### src/hdl/sha1_pkg.sv
`timescale 1ns / 1ps
// ----------------------------------------------------------------------------
// sha1_pkg
// Types and constants shared by the SHA-1 stream hasher, its checker and its bench.
// ----------------------------------------------------------------------------
package sha1_pkg;

    localparam int unsigned DIGEST_WORDS = 5;
    localparam int unsigned ROUNDS       = 80;
    localparam logic [2:0]  LAST_WORD    = 3'(DIGEST_WORDS - 1);

    localparam logic [31:0] INIT_HASH [DIGEST_WORDS] = '{
        32'h67452301, 32'hEFCDAB89, 32'h98BADCFE, 32'h10325476, 32'hC3D2E1F0
    };

    localparam logic [31:0] K_CH  = 32'h5A827999;
    localparam logic [31:0] K_PAR = 32'h6ED9EBA1;
    localparam logic [31:0] K_MAJ = 32'h8F1BBCDC;
    localparam logic [31:0] K_END = 32'hCA62C1D6;

    localparam logic [7:0]  PAD_MARK = 8'h80;

    // Round phases: the boundary rounds where f and K change
    localparam logic [6:0]  PHASE_PAR = 7'd20;
    localparam logic [6:0]  PHASE_MAJ = 7'd40;
    localparam logic [6:0]  PHASE_END = 7'd60;
    localparam logic [6:0]  LAST_ROUND = 7'(ROUNDS - 1);

    // Block positions
    localparam logic [5:0]  LEN_POS   = 6'd56;
    localparam logic [5:0]  BLOCK_END = 6'd63;

    typedef enum logic [4:0] {
        ST_IDLE  = 5'b00001,
        ST_ROUND = 5'b00010,
        ST_ADD   = 5'b00100,
        ST_PAD   = 5'b01000,
        ST_OUT   = 5'b10000
    } state_t;

endpackage

### src/hdl/sha1_stream_hasher.sv
`timescale 1ns / 1ps
// ----------------------------------------------------------------------------
// sha1_stream_hasher
// Streaming SHA-1 over a byte stream, five digest beats per message.
//
// Each message byte is shifted into a 512-bit block line. When a 64-byte
// block is complete the input stalls for the 80 rounds through the single
// shared round adder and then the hash update. On the last beat the block
// pads itself one byte per cycle, pausing while a full block is compressed
// (0x80, zeros, then the 64-bit bit length; up to 72 bytes), runs one or two
// further compressions and presents the digest as five output beats, word 0
// first, before it takes the next message. The message schedule is kept as a
// 16-word rolling line inside the same block line.
// ----------------------------------------------------------------------------
module sha1_stream_hasher (
    input  logic        clk,
    input  logic        rst_n,
    input  logic        byte_valid,
    output logic        byte_stall,
    input  logic [7:0]  msg_byte,
    input  logic        has_byte,
    input  logic        msg_last,
    output logic        digest_valid,
    input  logic        digest_stall,
    output logic [31:0] digest_word,
    output logic [2:0]  word_number,
    output logic        digest_last
);
    import sha1_pkg::*;

    state_t      state_reg, state_next;
    logic [31:0] hash_reg [DIGEST_WORDS];
    logic [31:0] hash_next [DIGEST_WORDS];
    logic [63:0] byte_count_reg, byte_count_next;
    logic [5:0]  blk_pos_reg, blk_pos_next;
    logic [6:0]  round_reg, round_next;
    logic [2:0]  word_idx_reg, word_idx_next;
    logic        pad_reg, pad_next;
    logic        first_reg, first_next;
    logic        len_mode_reg, len_mode_next;
    logic        fin_reg, fin_next;

    // payload
    logic [511:0] sched_reg, sched_next;
    logic [31:0]  a_reg, b_reg, c_reg, d_reg, e_reg;
    logic [31:0]  a_next, b_next, c_next, d_next, e_next;
    logic [63:0]  len_sh_reg, len_sh_next;

    logic        in_beat, out_beat;
    logic        shift_en;
    logic [7:0]  shift_byte;
    logic        in_len;
    logic [63:0] len_src;
    logic [7:0]  pad_byte;
    logic [31:0] w0, w2, w8, w13, w_new;
    logic [31:0] f_val, k_val, tmp;

    assign byte_stall   = (state_reg != ST_IDLE);
    assign digest_valid = (state_reg == ST_OUT);
    assign in_beat      = byte_valid && !byte_stall;
    assign out_beat     = digest_valid && !digest_stall;

    assign digest_word  = hash_reg[word_idx_reg];
    assign word_number  = word_idx_reg;
    assign digest_last  = (word_idx_reg == LAST_WORD);

    // Padding byte source
    assign in_len   = len_mode_reg || (!first_reg && blk_pos_reg == LEN_POS);
    assign len_src  = len_mode_reg ? len_sh_reg : {byte_count_reg[60:0], 3'b000};
    assign pad_byte = first_reg ? PAD_MARK : (in_len ? len_src[63:56] : 8'h00);

    // Rolling schedule: word i of the line is W[t+i]
    assign w0    = sched_reg[511:480];
    assign w2    = sched_reg[447:416];
    assign w8    = sched_reg[255:224];
    assign w13   = sched_reg[95:64];
    assign w_new = {w13[30:0] ^ w8[30:0] ^ w2[30:0] ^ w0[30:0],
                    w13[31] ^ w8[31] ^ w2[31] ^ w0[31]};

    always_comb
    begin
        if (round_reg < PHASE_PAR)
        begin
            f_val = (b_reg & c_reg) | (~b_reg & d_reg);
            k_val = K_CH;
        end
        else if (round_reg < PHASE_MAJ)
        begin
            f_val = b_reg ^ c_reg ^ d_reg;
            k_val = K_PAR;
        end
        else if (round_reg < PHASE_END)
        begin
            f_val = (b_reg & c_reg) | (b_reg & d_reg) | (c_reg & d_reg);
            k_val = K_MAJ;
        end
        else
        begin
            f_val = b_reg ^ c_reg ^ d_reg;
            k_val = K_END;
        end
    end

    assign tmp = {a_reg[26:0], a_reg[31:27]} + f_val + e_reg + w0 + k_val;

    always_comb
    begin
        state_next      = state_reg;
        hash_next       = hash_reg;
        byte_count_next = byte_count_reg;
        blk_pos_next    = blk_pos_reg;
        round_next      = round_reg;
        word_idx_next   = word_idx_reg;
        pad_next        = pad_reg;
        first_next      = first_reg;
        len_mode_next   = len_mode_reg;
        fin_next        = fin_reg;
        len_sh_next     = len_sh_reg;
        a_next          = a_reg;
        b_next          = b_reg;
        c_next          = c_reg;
        d_next          = d_reg;
        e_next          = e_reg;
        shift_en        = 1'b0;
        shift_byte      = msg_byte;
        sched_next      = sched_reg;

        unique case (state_reg)
            ST_IDLE:
            begin
                if (in_beat)
                begin
                    if (msg_last)
                    begin
                        pad_next   = 1'b1;
                        first_next = 1'b1;
                        state_next = ST_PAD;
                    end
                    if (has_byte)
                    begin
                        shift_en        = 1'b1;
                        byte_count_next = byte_count_reg + 64'd1;
                        blk_pos_next    = blk_pos_reg + 6'd1;
                        if (blk_pos_reg == BLOCK_END)
                        begin
                            state_next = ST_ROUND;
                        end
                    end
                end
            end

            ST_PAD:
            begin
                shift_en     = 1'b1;
                shift_byte   = pad_byte;
                blk_pos_next = blk_pos_reg + 6'd1;
                first_next   = 1'b0;
                if (in_len)
                begin
                    len_mode_next = 1'b1;
                    len_sh_next   = {len_src[55:0], 8'h00};
                end
                if (blk_pos_reg == BLOCK_END)
                begin
                    fin_next   = in_len;
                    state_next = ST_ROUND;
                end
            end

            ST_ROUND:
            begin
                a_next     = tmp;
                b_next     = a_reg;
                c_next     = {b_reg[1:0], b_reg[31:2]};
                d_next     = c_reg;
                e_next     = d_reg;
                sched_next = {sched_reg[479:0], w_new};
                round_next = round_reg + 7'd1;
                if (round_reg == LAST_ROUND)
                begin
                    round_next = '0;
                    state_next = ST_ADD;
                end
            end

            ST_ADD:
            begin
                hash_next[0] = hash_reg[0] + a_reg;
                hash_next[1] = hash_reg[1] + b_reg;
                hash_next[2] = hash_reg[2] + c_reg;
                hash_next[3] = hash_reg[3] + d_reg;
                hash_next[4] = hash_reg[4] + e_reg;
                if (fin_reg)
                begin
                    state_next = ST_OUT;
                end
                else if (pad_reg)
                begin
                    state_next = ST_PAD;
                end
                else
                begin
                    state_next = ST_IDLE;
                end
            end

            ST_OUT:
            begin
                if (out_beat)
                begin
                    word_idx_next = word_idx_reg + 3'd1;
                    if (word_idx_reg == LAST_WORD)
                    begin
                        word_idx_next   = '0;
                        hash_next       = INIT_HASH;
                        byte_count_next = '0;
                        pad_next        = 1'b0;
                        len_mode_next   = 1'b0;
                        fin_next        = 1'b0;
                        state_next      = ST_IDLE;
                    end
                end
            end

            default:
            begin
                state_next = ST_IDLE;
            end
        endcase

        if (shift_en)
        begin
            sched_next = {sched_reg[503:0], shift_byte};
        end

        // working words pick up the chaining value as a compression starts
        if (state_next == ST_ROUND && state_reg != ST_ROUND)
        begin
            a_next = hash_reg[0];
            b_next = hash_reg[1];
            c_next = hash_reg[2];
            d_next = hash_reg[3];
            e_next = hash_reg[4];
        end
    end

    always_ff @(posedge clk or negedge rst_n)
    begin
        if (!rst_n)
        begin
            state_reg      <= ST_IDLE;
            hash_reg       <= INIT_HASH;
            byte_count_reg <= '0;
            blk_pos_reg    <= '0;
            round_reg      <= '0;
            word_idx_reg   <= '0;
            pad_reg        <= 1'b0;
            first_reg      <= 1'b0;
            len_mode_reg   <= 1'b0;
            fin_reg        <= 1'b0;
        end
        else
        begin
            state_reg      <= state_next;
            hash_reg       <= hash_next;
            byte_count_reg <= byte_count_next;
            blk_pos_reg    <= blk_pos_next;
            round_reg      <= round_next;
            word_idx_reg   <= word_idx_next;
            pad_reg        <= pad_next;
            first_reg      <= first_next;
            len_mode_reg   <= len_mode_next;
            fin_reg        <= fin_next;
        end
    end

    always_ff @(posedge clk)
    begin
        sched_reg  <= sched_next;
        len_sh_reg <= len_sh_next;
        a_reg      <= a_next;
        b_reg      <= b_next;
        c_reg      <= c_next;
        d_reg      <= d_next;
        e_reg      <= e_next;
    end

endmodule

### config.mk
export PLATFORM = sky130hd
export DESIGN_NAME = sha1_stream_hasher
export DESIGN_NICKNAME = d
export VERILOG_FILES = /design/src/hdl/sha1_pkg.sv /design/src/hdl/sha1_stream_hasher.sv
export SDC_FILE = /design/constraint.sdc
export NUM_CORES = 2
export LEC_CHECK = 0
export BUFFER_PORTS_ARGS = -buffer_cell sky130_fd_sc_hd__buf_2
export CAP_MARGIN = 25
export CORE_ASPECT_RATIO = 1.4
export CORE_MARGIN = 2
export CORE_UTILIZATION = 55
export DETAILED_ROUTE_END_ITERATION = 12
export GPL_TIMING_DRIVEN = 0
export MAX_ROUTING_LAYER = met4
export PLACE_DENSITY = 0.7
export SLEW_MARGIN = 0
export SYNTH_ARGS = -nofsm -noshare
export SYNTH_HDL_FRONTEND = slang
export SYNTH_SLANG_ARGS = --single-unit
export TNS_END_PERCENT = 5
### constraint.sdc
create_clock -name clk -period 14.5 [get_ports clk]
set_input_delay 2.9 -clock clk [delete_from_list [all_inputs] [get_ports clk]]
set_output_delay 2.9 -clock clk [all_outputs]
set_load 0.01 [all_outputs]
Yosys cells after proc, flatten, opt, wreduce, memory -nomap -nowiden
Cells that the tools add are included.
{ "totals": {"output_inout_bits": 38, "ff_bits": 974, "elab_cells": 161, "in_bits": 14} }
{ "classes": {"n_eq_ne": 19, "n_reduce_logical": 23, "n_mux": 62, "n_addsub": 13, "n_lt_le_gt_ge": 4, "bitwise": 17} }
{ "ops": {"columns": ["op", "n"], "rows": [
  ["$mux W512", 2],
  ["$mux W32", 17],
  ["$mux W160", 2],
  ["$mux W64", 5],
  ["$pmux W160 S2", 1],
  ["$add A32 B32 Y32", 9],
  ["$and A32 B32 Y32", 4],
  ["$pmux W64 S2", 1],
  ["$bmux W32 S3", 1],
  ["$or A32 B32 Y32", 3],
  ["$xor A31 B31 Y31", 3],
  ["$add A64 B1 Y64 const B", 1],
  ["$xor A32 B32 Y32", 2],
  ["$mux W5", 9],
  ["$not A32 Y32", 1],
  ["$mux W31", 1],
  ["$pmux W5 S5", 1],
  ["$mux W8", 3],
  ["$lt A7 B6 Y1 const B", 2],
  ["$eq A6 B6 Y1 const B", 2],
  ["$mux W6", 2],
  ["$pmux W6 S2", 1],
  ["$reduce_bool A2 Y1", 6],
  ["$eq A5 B2 Y1 const B", 2],
  ["29 further kinds", 57]
]} }

Logic depth before layout (Yosys ltp)
{ "logic_depth": {"ltp_word": 12, "ltp_mapped": 25, "mapped_depth_nobuf": 23} }

Worst setup path before layout
No wires, ideal clock.
{ "synth_path": {"path_type": "input port to flip-flop", "from": "input port byte_valid", "to": "register sched_reg[0], enable pin", "t_required_ps": 10852, "slack_ps": -1287, "arrival_ps": 12139, "n_path_buf": 2, "cell_stages": 6, "cell_sequence": "nand2_1 > nor2_1 > nor2_1 > clkbuf_1 > clkbuf_1 > nand2_1"} }
{ "synth_via": {"elab_chain_len": 4} }
{ "synth_lines": {"columns": ["item", "line", "rtl"], "rows": [
  ["start, declared", "sha1_stream_hasher.sv:18", "input logic byte_valid,"],
  ["$logic_and A1 B1 Y1", "sha1_stream_hasher.sv:60", "assign in_beat = byte_valid && !byte_stall;"],
  ["$mux W1", "sha1_stream_hasher.sv:131", "if (in_beat)"],
  ["$pmux W1 S2", "sha1_stream_hasher.sv:128", "unique case (state_reg)"],
  ["$reduce_bool A2 Y1 (no source line)", null, null],
  ["end signal, assigned", "sha1_stream_hasher.sv:279", "sched_reg <= sched_next;"],
  ["end, declared", "sha1_stream_hasher.sv:44", "logic [511:0] sched_reg, sched_next;"]
]} }
No other way between the ends.
A chain may end at the register's enable or synchronous reset.

Worst setup path in the final report
{ "layout_path": {"from": "register round_reg[4]", "to": "register a_reg[31], data pin"} }
{ "layout_via": {"elab_chain_len": 10} }
{ "layout_lines": {"columns": ["item", "line", "rtl"], "rows": [
  ["start, declared", "sha1_stream_hasher.sv:36", "logic [6:0] round_reg, round_next;"],
  ["start signal, assigned", "sha1_stream_hasher.sv:268", "round_reg <= round_next;"],
  ["$lt A7 B6 Y1", "sha1_stream_hasher.sv:92", "else if (round_reg < PHASE_END)"],
  ["$mux W32", "sha1_stream_hasher.sv:92", null],
  ["$mux W32", "sha1_stream_hasher.sv:87", "else if (round_reg < PHASE_MAJ)"],
  ["$mux W32", "sha1_stream_hasher.sv:82", "if (round_reg < PHASE_PAR)"],
  ["$add A32 B32 Y32 (4 in series)", "sha1_stream_hasher.sv:104", "assign tmp = {a_reg[26:0], a_reg[31:27]} + f_val + e_reg + w0 + k_val;"],
  ["$mux W32", "sha1_stream_hasher.sv:128", null],
  ["$mux W32 (*)", "sha1_stream_hasher.sv:237", "if (state_next == ST_ROUND && state_reg != ST_ROUND)"],
  ["named net a_next[31]", "sha1_stream_hasher.sv:46", "logic [31:0] a_next, b_next, c_next, d_next, e_next;"],
  ["end signal, assigned", "sha1_stream_hasher.sv:281", "a_reg <= a_next;"],
  ["end, declared", "sha1_stream_hasher.sv:45", "logic [31:0] a_reg, b_reg, c_reg, d_reg, e_reg;"]
]} }
Mark *: on every way through the listed nets, which the timed path passes. The rest lies on a longest branch. The select of a mux whose other input is x is not followed.

==> qor.txt <==
Most common cell in the synthesized netlist = nand2_1
Port Buffers = 51
Top cell type's share of synthesized area = 39.5%
CTS sink cnt = 971
RR Startpoint = round_reg[4]
Critical path type = reg -> reg
CTS clk-pin slew, worst paths = 0.07 ns
Final core utilization = 61.4%
# setup viols final = 0
Slew headroom = 19.1%
Syn nets = 6047
Final ANT Viol Nets = 0
YS warnings = 0
Largest register FFs = 512
Startpoint type of the worst setup path = register
# nets final = 6229
Largest net degree at the start of global routing = 115
Wire length on met3 = 11100 um
Gate Count Post-Synth = 5709
Slew at the pin with the worst max-slew slack = 1.21 ns
I/O pin cnt = 52
Final Skew = 0.0322 ns
Routed met1 length = 62600 um
GP Congestion = 1.02
Layout cell share with drive strength beyond 1 = 7.26%
Global-route wire length before repair = 265000 um
R2R Path End = a_reg[31]
Synth Register Bits = 971
Total power = 10.5 mW
Hold depth = 1
Die Span Y = 379 um
Final-report hold violation count = 0
Hold_sp = blk_pos_reg[5]
Met2 Wirelength = 88900 um
Max layer used = met4
Status = complete, no violations
Clock buffer depth = 3
Initial antenna violation count = 2
R2R Setup Slk = 5.87 ns
Sequential area share after synthesis = 50.8%
Mean routed wirelength per cell = 24.7 um
Synth top area cells = edfxtp_1, nand2_1, dfrtp_1
Post-Place Cell Area = 57700 sq um
Die ar. = 103000 sq um
Main synth FF type = edfxtp_1
Post-DP HPWL = 139000 um
Total GRT Usage = 36.1%
Max Freq = 0.116 GHz
Post_cts resized = 0
Crit path capture type = register
Synth unique cells = 81
Die Wd = 272 um
Final period utilization = 59.5%
Drc violations = 0
Worst path required time = 15.05 ns
RSZ-0062 raised after global routing = no
Fin area = 61100 sq um
Fin Setup TNS = 0 ns
Most area-hungry cell type in the Yosys netlist = edfxtp_1
Hold Buf Count CTS = 0
Grt ovf = 0
Root buf cell = clkbuf_16
Cell row count = 137
Async SR Flop Fraction = 25.3%
Vias = 43209
Hold Path Sink = blk_pos_reg[5]
Final min period = 8.63 ns
Area growth, synth to finish = 10.8%
Leakage = 26.1 nW
Core area = 99600 sq um
Max cap viols = 0
Reg2Reg Depth = 23
TritonRoute pass-1 iters = 7
Cts bufs inserted = 97
Worst vdd ir = 0.158 mV
CTS tree = done
Critical Path AT = 9.18 ns
Final WL = 180000 um
Cell area after synthesis = 55200 sq um
Mean Syn Cell Area = 9.67 sq um
Initial core utilization = 55.4%
Vias in the first global route = 42999
Hold Path Class = reg -> reg
DR iter-0 viols = 3961
Worst-path maximum fanout = 10
Number of synthesized flops with an enable pin = 725
DR vias/cell = 5.92
# H-tree levels = 3
Slew Viols, Final = 0
Commonest cells post-synth = nand2_1, edfxtp_1, o21ai_0, inv_1, nor2_1
Worst-Skew Late Latency = 0.73 ns
Pwr per Cell Area = 172 nW/um^2
Setup Fix Bufs, Post-CTS = 0
-- logic make-up (layout without fill, tap and decap cells) --
kind of cell | Yosys count | in the layout | share of synthesized area [%]
buf+inv | 513 | 779 | 3.54
flops | 971 | 971 | 50.8
fa+ha+maj | 324 | 324 | 9.05
mux | 114 | 114 | 2.92
xor+xnor | 304 | 304 | 4.83
compound gates | 903 | 903 | 10.0
simple gates | 2580 | 2580 | 18.8
other cells | 0 | 2 | 0
-- metal layers --
metal / global-route usage (%) / up-vias
li1: - / 19816
met1: 38.6 / 21031
met2: 60.3 / 1783
met3: 4.39 / 579
met4: 29.4 / 0
met5: - / -
-- stage by stage --
stage / hold WS (ns) / cells / worst slack (ns)
after floorplan: 0.438 / 5709 / 3.96
after global placement: 0.456 / 7080 / -0.213
after detailed placement: 0.492 / 7108 / 5.82
after CTS: 0.500 / 7291 / 5.78
after global routing: 0.509 / 7297 / 5.67
final: 0.495 / 7297 / 5.87
-- layout by cell type, fill, tap and decap left out, types with 20 or more instances in the layout --
cell type and instances:
nand2_1 1991, edfxtp_1 725, o21ai_0 309, inv_1 270, nor2_1 251, clkbuf_1 238
a21oi_1 232, ha_1 199, xnor2_1 184, dfrtp_1 165, fa_1 125, xor2_1 120
clkbuf_16 101, nand3_1 96, a21o_1 91, dfstp_2 81, mux2_2 56, nor3_1 52
buf_2 51, mux4_2 32, nor2b_1 30, or3_1 29, nand2b_1 28, mux2i_1 26
o21a_1 26, a211oi_1 25, o21bai_1 25, nand4_1 24, and3_1 23, o31ai_1 20
a31oi_1 20
-- critical path: stages (launching register included) --
cell      delay, ns
dfrtp_1        0.36
clkbuf_1       0.21
a41oi_2        0.67
nand2_1        0.61
inv_1          0.28
clkbuf_1       0.49
clkbuf_1       0.74
a221oi_1       0.36
fa_1           0.52
fa_1           0.51
inv_1          0.04
ha_1           0.22
inv_1          0.08
fa_1           0.20
nor2b_1        0.06
o31ai_1        0.49
a21oi_1        0.27
o211ai_1       0.43
a41oi_1        0.25
a221oi_1       0.68
o311ai_1       0.19
and3b_1        0.21
or3_1          0.35
a31oi_1        0.22
-- layout make-up --
| class | count | area (sq um) |
|---|---|---|
| buffer | 242 | 933 |
| multi-input combinational | 4225 | 25200 |
| tap | 1320 | 1650 |
| fill | 8461 | 38500 |
| sequential | 971 | 28000 |
| timing repair buffer | 83 | 883 |
| clock buffer | 125 | 2680 |
| inverter | 271 | 1020 |
| antenna | 2 | 5.00 |
| clock inverter | 58 | 697 |
-- power breakdown --
part,switching (mW),internal (mW),total [mW]
logic,2.16,1.11,3.27
registers,0.491,4.06,4.55
clock network,1.18,1.53,2.71
total,3.82,6.70,10.5
-- how the worst max path moves through the flow --
stage,slack [ns],from,end,cells past startpoint
3_3_place_gp,-0.21,byte_valid,sched_reg[299],7
3_5_place_dp,5.82,round_reg[4],a_reg[31],23
6_report,5.87,round_reg[4],a_reg[31],23
4_1_cts,5.78,round_reg[4],a_reg[31],23
2_1_floorplan,3.96,byte_valid,sched_reg[0],6
5_1_grt,5.67,round_reg[4],a_reg[27],23
Power figures use the tool's default switching activity.
